`src/linear_key_value_table_defines.svh`:
```
// ----------------------------------------------------------------------------
// Assertion macros for the linear key/value table
// Shared property forms, clocked on aclk and held off during reset.
// ----------------------------------------------------------------------------
`ifndef LINEAR_KEY_VALUE_TABLE_DEFINES_SVH
`define LINEAR_KEY_VALUE_TABLE_DEFINES_SVH

// same-cycle implication
`define LKV_ASSERT_IMPL(lbl, ante, cons) \
    lbl: assert property (@(posedge aclk) disable iff (!aresetn) (ante) |-> (cons)) \
        else $error("lkv assertion failed");

// next-cycle implication
`define LKV_ASSERT_NEXT(lbl, ante, cons) \
    lbl: assert property (@(posedge aclk) disable iff (!aresetn) (ante) |=> (cons)) \
        else $error("lkv assertion failed");

// condition that must never hold
`define LKV_ASSERT_NEVER(lbl, cond) \
    lbl: assert property (@(posedge aclk) disable iff (!aresetn) !(cond)) \
        else $error("lkv assertion failed");

`endif

```
`src/lkv_pkg.sv`:
```
// ----------------------------------------------------------------------------
// lkv_pkg
// Request/response types, command codes and controller types for the table.
// ----------------------------------------------------------------------------
package lkv_pkg;

    localparam logic [2:0] CMD_PUT        = 3'd0;
    localparam logic [2:0] CMD_GET        = 3'd1;
    localparam logic [2:0] CMD_REMOVE     = 3'd2;
    localparam logic [2:0] CMD_READ_INDEX = 3'd3;
    localparam logic [2:0] CMD_MIN_KEY    = 3'd4;
    localparam logic [2:0] CMD_CLEAR      = 3'd5;

    typedef struct packed {
        logic [2:0]         command;
        logic signed [63:0] key;
        logic [63:0]        value;
        logic [7:0]         index;
    } req_t;

    typedef struct packed {
        logic               found;
        logic [63:0]        value_out;
        logic signed [63:0] key_out;
        logic [8:0]         entry_count;
        logic               status;
    } rsp_t;

    typedef enum logic [2:0] {
        ST_IDLE,
        ST_SCAN,
        ST_SHIFT,
        ST_RDIDX,
        ST_RDWAIT,
        ST_FINISH
    } state_t;

    // controller -> datapath
    typedef struct packed {
        logic latch;
        logic clear_count;
        logic seq_run;
        logic take_hit;
        logic min_run;
        logic put_update;
        logic append;
        logic set_full;
        logic shift_start;
        logic shift_write;
        logic dec_count;
        logic rd_index;
        logic capture_idx;
        logic result_load;
    } ctrl_t;

    // datapath -> controller
    typedef struct packed {
        logic match;
        logic seq_end;
        logic full;
    } stat_t;

endpackage

```
`src/lkv_ctrl.sv`:
```
// ----------------------------------------------------------------------------
// lkv_ctrl
// Command sequencer: handshakes, scan/shift/read sequencing and result hand-off.
// ----------------------------------------------------------------------------
`include "linear_key_value_table_defines.svh"

module lkv_ctrl (
    input  logic           aclk,
    input  logic           aresetn,
    input  logic           s_valid,
    output logic           s_ready,
    input  logic [2:0]     s_command,
    output logic           m_valid,
    input  logic           m_ready,
    input  lkv_pkg::stat_t stat,
    output lkv_pkg::ctrl_t ctrl
);

    lkv_pkg::state_t state_reg, state_next;
    logic [2:0]      cmd_reg, cmd_next;
    logic            out_valid_reg, out_valid_next;

    always_ff @(posedge aclk) begin
        if (!aresetn) begin
            state_reg     <= lkv_pkg::ST_IDLE;
            out_valid_reg <= 1'b0;
        end else begin
            state_reg     <= state_next;
            out_valid_reg <= out_valid_next;
        end
    end

    always_ff @(posedge aclk) begin
        cmd_reg <= cmd_next;
    end

    always_comb begin
        state_next = state_reg;
        cmd_next   = cmd_reg;
        ctrl       = '0;
        s_ready    = 1'b0;

        unique case (state_reg)
            lkv_pkg::ST_IDLE: begin
                s_ready = 1'b1;
                if (s_valid) begin
                    ctrl.latch       = 1'b1;
                    cmd_next         = s_command;
                    ctrl.clear_count = (s_command == lkv_pkg::CMD_CLEAR);
                    if (s_command == lkv_pkg::CMD_PUT || s_command == lkv_pkg::CMD_GET ||
                        s_command == lkv_pkg::CMD_REMOVE ||
                        s_command == lkv_pkg::CMD_MIN_KEY) begin
                        state_next = lkv_pkg::ST_SCAN;
                    end else if (s_command == lkv_pkg::CMD_READ_INDEX) begin
                        state_next = lkv_pkg::ST_RDIDX;
                    end else begin
                        state_next = lkv_pkg::ST_FINISH;
                    end
                end
            end
            lkv_pkg::ST_SCAN: begin
                ctrl.seq_run  = 1'b1;
                ctrl.min_run  = (cmd_reg == lkv_pkg::CMD_MIN_KEY);
                ctrl.take_hit = (cmd_reg == lkv_pkg::CMD_GET);
                if (stat.match && cmd_reg != lkv_pkg::CMD_MIN_KEY) begin
                    if (cmd_reg == lkv_pkg::CMD_PUT) begin
                        ctrl.put_update = 1'b1;
                        state_next      = lkv_pkg::ST_FINISH;
                    end else if (cmd_reg == lkv_pkg::CMD_REMOVE) begin
                        ctrl.shift_start = 1'b1;
                        state_next       = lkv_pkg::ST_SHIFT;
                    end else begin
                        state_next = lkv_pkg::ST_FINISH;
                    end
                end else if (stat.seq_end) begin
                    if (cmd_reg == lkv_pkg::CMD_PUT) begin
                        ctrl.set_full = stat.full;
                        ctrl.append   = !stat.full;
                    end
                    state_next = lkv_pkg::ST_FINISH;
                end
            end
            lkv_pkg::ST_SHIFT: begin
                ctrl.seq_run     = 1'b1;
                ctrl.shift_write = 1'b1;
                if (stat.seq_end) begin
                    ctrl.dec_count = 1'b1;
                    state_next     = lkv_pkg::ST_FINISH;
                end
            end
            lkv_pkg::ST_RDIDX: begin
                ctrl.rd_index = 1'b1;
                state_next    = lkv_pkg::ST_RDWAIT;
            end
            lkv_pkg::ST_RDWAIT: begin
                ctrl.capture_idx = 1'b1;
                state_next       = lkv_pkg::ST_FINISH;
            end
            lkv_pkg::ST_FINISH: begin
                // wait for the output register to drain
                if (!out_valid_reg || m_ready) begin
                    ctrl.result_load = 1'b1;
                    state_next       = lkv_pkg::ST_IDLE;
                end
            end
            default: begin
                state_next = lkv_pkg::ST_IDLE;
            end
        endcase
    end

    always_comb begin
        if (ctrl.result_load) begin
            out_valid_next = 1'b1;
        end else if (m_ready) begin
            out_valid_next = 1'b0;
        end else begin
            out_valid_next = out_valid_reg;
        end
    end

    assign m_valid = out_valid_reg;

    `LKV_ASSERT_NEXT(a_load_shows_result, ctrl.result_load, m_valid)
    `LKV_ASSERT_NEXT(a_latch_leaves_idle, ctrl.latch, state_reg != lkv_pkg::ST_IDLE)
    `LKV_ASSERT_NEXT(a_result_held, m_valid && !m_ready, m_valid)

endmodule

```
`config.mk`:
```
export PLATFORM = sky130hd
export DESIGN_NAME = lkv_ctrl
export DESIGN_NICKNAME = d
export VERILOG_FILES = /design/src/lkv_pkg.sv /design/src/lkv_ctrl.sv
export VERILOG_INCLUDE_DIRS = /design/src /design/src/src
export SDC_FILE = /design/constraint.sdc
export NUM_CORES = 1
export LEC_CHECK = 0
export BUFFER_PORTS_ARGS = -buffer_cell sky130_fd_sc_hd__buf_2
export CAP_MARGIN = 20
export CORE_MARGIN = 2
export CORE_UTILIZATION = 35
export CTS_CLUSTER_SIZE = 12
export DETAILED_ROUTE_END_ITERATION = 10
export PLACE_DENSITY = 0.67
export SLEW_MARGIN = 10
export SYNTH_ARGS = -nofsm -noshare
export SYNTH_HDL_FRONTEND = slang
export SYNTH_SLANG_ARGS = --single-unit
export TNS_END_PERCENT = 1
```
`constraint.sdc`:
```
create_clock -name aclk -period 3.15 [get_ports aclk]
set_clock_uncertainty 0.1 [all_clocks]
set_input_delay 0.315 -clock aclk [delete_from_list [all_inputs] [get_ports aclk]]
set_output_delay 0.315 -clock aclk [all_outputs]
set_load 0.01 [all_outputs]
```
==> results.md, run 1 <==
* Clk sinks at 7
* Remaining global-route overflow at 0
* Latest clock arrival within the worst-skew pair at 0.25 ns
* Synth Flop Type: dfxtp_1
* Worst Tran Pin Value at 0.3861 ns
* Synth Net Count at 79
* Pins Over Slew Limit at 0
* First-pass GRT wire length at 1.897 mm
* Mean Syn Cell Area at 7.380 um2
* Die Wd at 42.15 um
* WL/cell at 11.71 um
* Setup CP Type: reg2out
* Clock transition at path regs at 0.06 ns
* Placed Instance Area at 628.1 um2
* Sequential-to-total area share from yosys stat at 0.3342
* N_diodes at 0
* Yosys top cell area share at 0.1769
* Layout fillers at 143
* Via-to-Cell Ratio at 5.333
* Core Area at 1334 um2
* Final worst path period need at 2.320 ns
* CTS buffer count at 3
* Vias in the first global route at 422
* Min-delay src: s_command[0]
* Initial drt markers at 15
* Post-CTS setup buffer count at 0
* R2r setup slk at 1.42 ns
* Asr flop ratio synth at 0
* Top-count cell post-synth: nor2_1
* Final Cycle Share at 0.7365
* Worst Reg-to-Reg Cells at 3
* Router iterations before antenna repair at 4
* Post-synthesis instance area at 509.2 um2
* Longest Clk Path Bufs at 2
* Port-buffer cells at 25
* Tot Pwr at 0.0002968 W
* Reg-to-reg endpoint: state_reg[2]
* Cell Pwr Density at 453.5 nW/um2
* Outcome: completed
* Sequential cell area at 170.2 um2
* RSZ-0062 raised after global routing: false
* Die footprint at 1776 um2
* Area growth, synth to finish at 28.50%
* Initial antenna violation count at 0
* Final WL at 1.265 mm
* Synth cell types at 27
* Fmax at 0.4310 GHz
* CP endpoint kind: output pin
* # setup viols final at 0
* Row Count at 13
* CTS tree: yes
* Clk root buf: clkbuf_4
* Number of synthesized flops with an enable pin at 3
* CP Data Required Time at 2.73 ns
* # Max-Cap Violations at 0
* VDD IR-drop max at 0.2032 mV
* PostCTS Resize Cnt at 0
* Setup WS pre-CTS at 1.127 ns
* Gr usage total at 0.1411
* Multi-input logic area at 299.0 um2
* Drc violations at 0
* CTS H-tree lvls at 1
* Initial core utilization at 0.3818
* Largest net degree at the start of global routing at 14
* Crit path launch type: flip-flop
* Number of synthesis warnings at 0
* Main area contributors after synthesis: edfxtp_1, dfxtp_1, nor2_1
* Placer Congestion at 0.7953
* Fin area at 654.4 um2
* Hold path depth at 1
* Final ANT Viol Nets at 0
* CP Max Fanout at 13
* Nets at 104
* Final hold violations at 0
* Post-Route Setup TNS at 0 ns
* Crit path DAT at 1.90 ns
* Syn Inst Count at 69
* Total number of vias at 576
* Worst min-delay path category: in2reg
* R2R Path Start: state_reg[0]
* Die Ht at 42.15 um
* I/O pin cnt at 26
* Post-DP HPWL at 961.1 um
* Most frequent cells after synthesis: nor2_1, nor3_1, a21oi_1, nand2_1
* Finished Core Util at 0.4906
* Setup ws final at 0.8301 ns
* Proportion of layout cells with a drive suffix above 1 at 0.3226
* Rel. slew slack at 0.7423
* CTS Hold Bufs at 0
* Hold endpoint: cmd_reg[0]
* Flops & latches, synth at 7
* Leak at 0.3292 nW
* Post-synth top area cell: edfxtp_1
## cell families (layout without fill, tap and decap cells)
group / Yosys count / in the layout / synth area share
flip-flops: 7 / 7 / 0.3342
buffers and inverters: 9 / 33 / 0.07863
AO/OA/AOI/OAI: 12 / 12 / 0.1450
AND/OR/NAND/NOR: 41 / 41 / 0.4423
## metrics by stage
step                      hold WS (ns)  std cells
after global placement          0.4306        104
after global routing            0.1696        108
after detailed placement        0.4328        104
after floorplan                 0.3139         69
final                           0.1862        108
after CTS                       0.1725        108
## worst max path at each step
stage                      start       end  slack, ns  cells past startpoint
floorplan           state_reg[2]  ctrl[12]       1.37                      4
global placement    state_reg[0]   ctrl[6]       1.18                      5
detailed placement  state_reg[0]   ctrl[6]       1.13                      5
CTS                 state_reg[0]   ctrl[6]       0.86                      5
global route        state_reg[0]   ctrl[6]       0.66                      5
finish              state_reg[0]   ctrl[6]       0.83                      5
## cell usage in the layout (no fill, tap or decap), types with 2 or more instances in the layout
master / instances
nor3b_1: 2
buf_2: 25
o21ai_0: 4
inv_1: 4
edfxtp_1: 3
clkbuf_4: 3
a21oi_1: 5
nand2b_1: 2
nor2_1: 13
nor3_1: 6
dfxtp_1: 4
nand2_1: 5
and2_1: 3
## critical path, stage by stage (launching register included)
cell and delay (ns):
dfxtp_1 0.54, or3b_1 0.49, nor3_1 0.26, nand3_1 0.14, nor2_1 0.09, buf_2 0.13
## power by group
group          leakage (nW)  internal (W)  switching (W)
logic                 0.253     0.0000397      0.0000491
clock network        0.0150     0.0000484      0.0000344
registers            0.0612      0.000106      0.0000190
total                 0.329      0.000194       0.000102
## layout make-up
type	count	share of cell area
inverter	4	0.02294
tap	15	0.02868
clock buffer	4	0.04015
multi-input combinational	53	0.4570
timing repair buffer	25	0.1912
sequential	7	0.2600
## routing by layer
| layer | up-vias | track usage | share of wire |
|---|---|---|---|
| li1 | 288 | - | - |
| met1 | 262 | 0.2026 | 0.46 |
| met2 | 24 | 0.1906 | 0.47 |
| met3 | 2 | 0.03879 | 0.065 |
| met4 | 0 | 0.06875 | 0.0079 |
| met5 | - | 0 | 0 |
(Power assumes the default switching activity.)
==> run 2: changes to the inputs <==
Settings changed: ABC_AREA set to 1.
Clock period 3.15 ns to 2.2 ns, I/O delays scaled along.
==> run 2 against run 1 <==
Against the previous run: total power increased by 50%; core utilization increased by 1.9 points; sequential share of layout area decreased by 0.96 points; critical path depth decreased by 1; wire length decreased by 7.8%; flip-flop and latch count unchanged; global-route usage about the same; clock power increased by 39%; count of clock-buffer cells in the layout unchanged; die area increased by 1.3%; synthesized cell count increased by 14%; critical endpoint is now ctrl[13].
==> results.md, run 2 <==
* Placer Congestion at 0.8049
* Clk sinks at 7
* Sequential cell area at 170.2 um2
* Yosys top cell area share at 0.1743
* Leak at 0.4006 nW
* Synth Area in Adders at 0
* Fin area at 679.4 um2
* CTS H-tree lvls at 1
* VDD IR-drop max at 0.3835 mV
* Row Count at 13
* Via-to-Cell Ratio at 4.754
* Synth cell types at 20
* RSZ-0062 raised after global routing: false
* Commonest non-fill, non-tap cell in the layout: buf_2
* Die footprint at 1800 um2
* Syn Inst Count at 79
* Clock transition at path regs at 0.05 ns
* Crit path DAT at 1.33 ns
* Fmax at 0.6044 GHz
* Mean Syn Cell Area at 6.541 um2
* Multiplexer share of the synthesized area at 0
* Most frequent cells after synthesis: nand2_1, nor2_1, inv_1
* # setup viols final at 0
* Outcome: completed
* Initial antenna violation count at 0
* Pins Over Slew Limit at 0
* Setup ws final at 0.5454 ns
* Synth Flop Type: dfxtp_1
* Longest Clk Path Bufs at 2
* Worst Tran Pin Value at 0.2782 ns
* I/O pin cnt at 26
* Main combinational cell family by area after synthesis: simple AND/OR/NAND/NOR gates
* Largest net degree at the start of global routing at 9
* Sequential-to-total area share from yosys stat at 0.3293
* Die Wd at 42.43 um
* Number of synthesis warnings at 0
* Final WL at 1.166 mm
* CTS buffer count at 3
* Top-count cell post-synth: nand2_1
* Area growth, synth to finish at 31.48%
* Post-DP HPWL at 1.002 mm
* CTS tree: yes
* Final ANT Viol Nets at 0
* Initial core utilization at 0.3874
* Number of synthesized flops with an enable pin at 3
* Total number of vias at 580
* Flops & latches, synth at 7
* Asr flop ratio synth at 0
* Crit path launch type: flip-flop
* Post-synthesis instance area at 516.7 um2
* Rel. slew slack at 0.8139
* Setup CP Type: reg2out
* WL/cell at 9.557 um
* Final worst path period need at 1.655 ns
* N_diodes at 0
* CP Data Required Time at 1.88 ns
* Multi-input logic area at 275.3 um2
* Router iterations before antenna repair at 4
* Worst min-delay path category: in2reg
* Cell Pwr Density at 653.7 nW/um2
* CP endpoint kind: output pin
* Clk root buf: clkbuf_4
* Xor-xnor portion of the synthesized cell area at 0
* Latest clock arrival within the worst-skew pair at 0.25 ns
* Core Area at 1334 um2
* Port-buffer cells at 25
* First-pass GRT wire length at 1.932 mm
* Post-CTS setup buffer count at 0
* Setup WS pre-CTS at 0.8072 ns
* Vias in the first global route at 498
* Post-Route Setup TNS at 0 ns
* Layout fillers at 157
* Most frequent cells in the layout: buf_2, nand2_1, nor2_1
* Final hold violations at 0
* CTS Hold Bufs at 0
* # Max-Cap Violations at 0
* Gr usage total at 0.1415
* CP Max Fanout at 6
* Placed Instance Area at 653.1 um2
* Proportion of layout cells with a drive suffix above 1 at 0.3738
* Synth Net Count at 89
* Simple-gate share of the synthesized area at 0.4600
* Die Ht at 42.43 um
* Final Cycle Share at 0.7521
* PostCTS Resize Cnt at 0
* Post-synth top area cell: edfxtp_1
* Initial drt markers at 12
* Nets at 118
* Complex-gate fraction of the synthesized area at 0.07264
* Remaining global-route overflow at 0
* Main area contributors after synthesis: edfxtp_1, dfxtp_1, nand2_1
* Drc violations at 0
run 2: cell count changes after synthesis, sizes merged, moves of 4 or more:
cell   change
inv       +13
nand2     +15
nand3      +4
nor3       -6
run 2: cell type report:
cell class / instances / area share
multi-input combinational: 54 / 0.4052
sequential: 7 / 0.2505
timing repair buffer: 25 / 0.1842
inverter: 17 / 0.09392
tap: 15 / 0.02762
clock buffer: 4 / 0.03867
run 2: path summary, 6_finish.rpt:
path | endpoint | cells after the start | slack [ns] | start
setup / recovery | ctrl[13] | 4 | 0.55 | state_reg[0]
hold / removal | cmd_reg[0] | 1 | 0.08 | s_command[0]
setup reg to reg | cmd_reg[0] | 3 | 0.88 | state_reg[0]
hold reg to reg | m_valid | 4 | 0.49 | m_valid
run 2: critical path: stages, from the launching register on:
cell	delay [ns]
dfxtp_1	0.36
inv_2	0.13
nand3_2	0.14
nor2_1	0.26
buf_2	0.19
run 2: per-stage QoR:
step                      total power [W]  hold WS, ns  cells    util
after floorplan                 0.0002823       0.2189     79       -
after global placement          0.0003286       0.3298    118  0.4897
after detailed placement        0.0003335       0.3339    118  0.4897
after CTS                       0.0004494      0.07681    122  0.5094
after global routing            0.0004815      0.08557    122  0.5094
final                           0.0004442      0.08237    122  0.5094
run 2: where the power goes:
part / total, W / switching [W] / internal (W) / leakage (nW)
combinational: 0.000161 / 0.000102 / 0.0000592 / 0.324
sequential: 0.000168 / 0.0000157 / 0.000152 / 0.0612
clock: 0.000115 / 0.0000456 / 0.0000691 / 0.0150
run 2: cells by family (layout without fill, tap and decap cells):
| group | Yosys count | in the layout |
|---|---|---|
| and+or+nand+nor | 48 | 48 |
| buffers and inverters | 18 | 46 |
| DFF | 7 | 7 |
| AOI/OAI and AO/OA | 6 | 6 |
run 2: routing by layer:
metal  vias to the layer above  global-route usage  part of all wire
li1                        307                   -                 -
met2                        18              0.2431              0.50
met1                       253              0.1641              0.43
met3                         2             0.02586             0.064
met4                         0             0.07500            0.0069
met5                         -                   0                 0
==> run 3: changes to the inputs <==
Settings changed: PLACE_DENSITY 0.67 to 0.69.
Clock period 2.2 ns to 1.5 ns, I/O delays scaled along.
==> run 3 against run 2 <==
Against the previous run: total power rose by 63%; via count increased by 3.4%; sequential power up 53%; die area unchanged.
==> results.md, run 3 (synthesis results as in run 2) <==
* N_diodes at 0
* Post-DP HPWL at 1.008 mm
* Rel. slew slack at 0.8416
* Via-to-Cell Ratio at 4.688
* Commonest non-fill, non-tap cell in the layout: buf_2
* R2R Path Start: cmd_reg[0]
* Final WL at 1.368 mm
* Crit path launch type: flip-flop
* CP Max Fanout at 7
* P_int at 0.0004536 W
* CP endpoint kind: output pin
* Port-buffer cells at 25
* Clock transition at path regs at 0.05 ns
* Remaining global-route overflow at 0
* Fin area at 774.5 um2
* Worst min-delay path category: in2reg
* Initial antenna violation count at 0
* Psw at 0.0002709 W
* Sequential cell area at 178.9 um2
* Vias in the first global route at 525
* Router iterations before antenna repair at 2
* Logic pwr share at 0.416
* Fmax at 0.6679 GHz
* Drc violations at 0
* Longest Clk Path Bufs at 2
* Setup CP Type: reg2out
* Count of non-filler cells in the finished layout at 128
* Initial core utilization at 0.3874
* Worst Reg-to-Reg Cells at 9
* Gr usage total at 0.1531
* Slowest stage delay, CP at 0.37 ns
* Last element of the critical path: ctrl[8]
* Clk sinks at 7
* Final worst path period need at 1.497 ns
* Cell Pwr Density at 935.4 nW/um2
* Seq pwr share at 0.355
* Latest clock arrival within the worst-skew pair at 0.25 ns
* Final Cycle Share at 0.9982
* CTS tree: yes
* Die Wd at 42.43 um
* Layout fillers at 126
* Fin Hold WS at 0.009991 ns
* # Max-Cap Violations at 0
* CP Data Required Time at 1.25 ns
* Clock power share at 0.230
* CTS Hold Bufs at 0
* CTS H-tree lvls at 1
* WL/cell at 10.69 um
* Most frequent cells in the layout: buf_2, nand2_1, inv_1, nor2_1, buf_4
* # setup viols final at 0
* DP Cell Count at 118
* Crit path DAT at 1.25 ns
* Largest net degree at the start of global routing at 8
* Nets at 124
* Outcome: completed
* CTS buffer count at 3
* Die Ht at 42.43 um
* Core Area at 1334 um2
* Pins Over Slew Limit at 0
* Multi-input logic area at 309.0 um2
* First-pass GRT wire length at 2.132 mm
* Leak at 0.4357 nW
* CP Cell Sequence: inv_4, nand3_4, nor4_2, buf_2
* Final ANT Viol Nets at 0
* Final hold violations at 0
* VDD IR-drop max at 0.5601 mV
* Crit-path slowest cell: dfxtp_4
* CP startpoint: state_reg[1]
* Clk root buf: clkbuf_4
* Proportion of layout cells with a drive suffix above 1 at 0.4779
* Row Count at 13
* R2r setup slk at 0.14 ns
* I/O pin cnt at 26
* Initial drt markers at 6
* Area growth, synth to finish at 49.88%
* Switching Fraction at 0.3739
* Die footprint at 1800 um2
* Total number of vias at 600
* Worst Tran Pin Value at 0.2367 ns
* Reg-to-reg endpoint: state_reg[0]
* Placer Congestion at 0.7096
* RSZ-0062 raised after global routing: true
* Placed Instance Area at 653.1 um2
run 3: timing repair:
item,4_1_cts,5_1_grt
buffers inserted,3,3
pin swaps,2,3
endpoints found under the setup margin,8,8
cloned,0,0
hold endpoints to repair,0,0
resized for setup,7,9
run 3: through the flow:
step	power (W)	setup slack (ns)	setup TNS [ns]	utilization
after floorplan	0.0004141	0.1768	0	-
after global placement	0.0004840	0.2093	0	0.4897
after detailed placement	0.0004891	0.1369	0	0.4897
after CTS	0.0006934	-0.01167	-0.01167	0.5441
after global routing	0.0007737	-0.06134	-0.1554	0.5807
final	0.0007244	0.002741	0	0.5807
run 3: worst min-delay path by stage:
stage | end | depth (start not counted) | from | slack (ns)
after floorplan | cmd_reg[0] | 0 | s_command[0] | 0.15
after global placement | cmd_reg[0] | 1 | s_command[0] | 0.26
after detailed placement | cmd_reg[0] | 1 | s_command[0] | 0.26
after CTS | cmd_reg[0] | 1 | s_command[0] | 0.005
after global routing | cmd_reg[0] | 1 | s_command[0] | 0.02
final | cmd_reg[0] | 1 | s_command[0] | 0.01
run 3: worst max-delay path: cells and delay by family (launching register included):
kind,cells,cell delay [ns]
AND/OR/NAND/NOR,2,0.36
flip-flops,1,0.37
buffers and inverters,2,0.27
run 3: layout make-up:
type / count / area share
Timing Repair Buffer: 31 / 0.2197
Sequential cell: 7 / 0.2310
Inverter: 17 / 0.09208
Multi-Input combinational cell: 54 / 0.3990
Tap cell: 15 / 0.02423
Clock buffer: 4 / 0.03393
run 3: power groups by stage:
stage               registers, W  logic, W  clock network, W
floorplan               0.000247  0.000167                 0
global placement        0.000249  0.000235                 0
detailed placement      0.000252  0.000237                 0
CTS                     0.000252  0.000270          0.000171
global route            0.000260  0.000331          0.000183
finish                  0.000257  0.000301          0.000166
run 3: per-layer routing:
metal | track usage | routed length [um]
met1 | 0.1958 | 599
met2 | 0.2462 | 689
met3 | 0.01293 | 54
met4 | 0.09375 | 25
met5 | 0 | 0
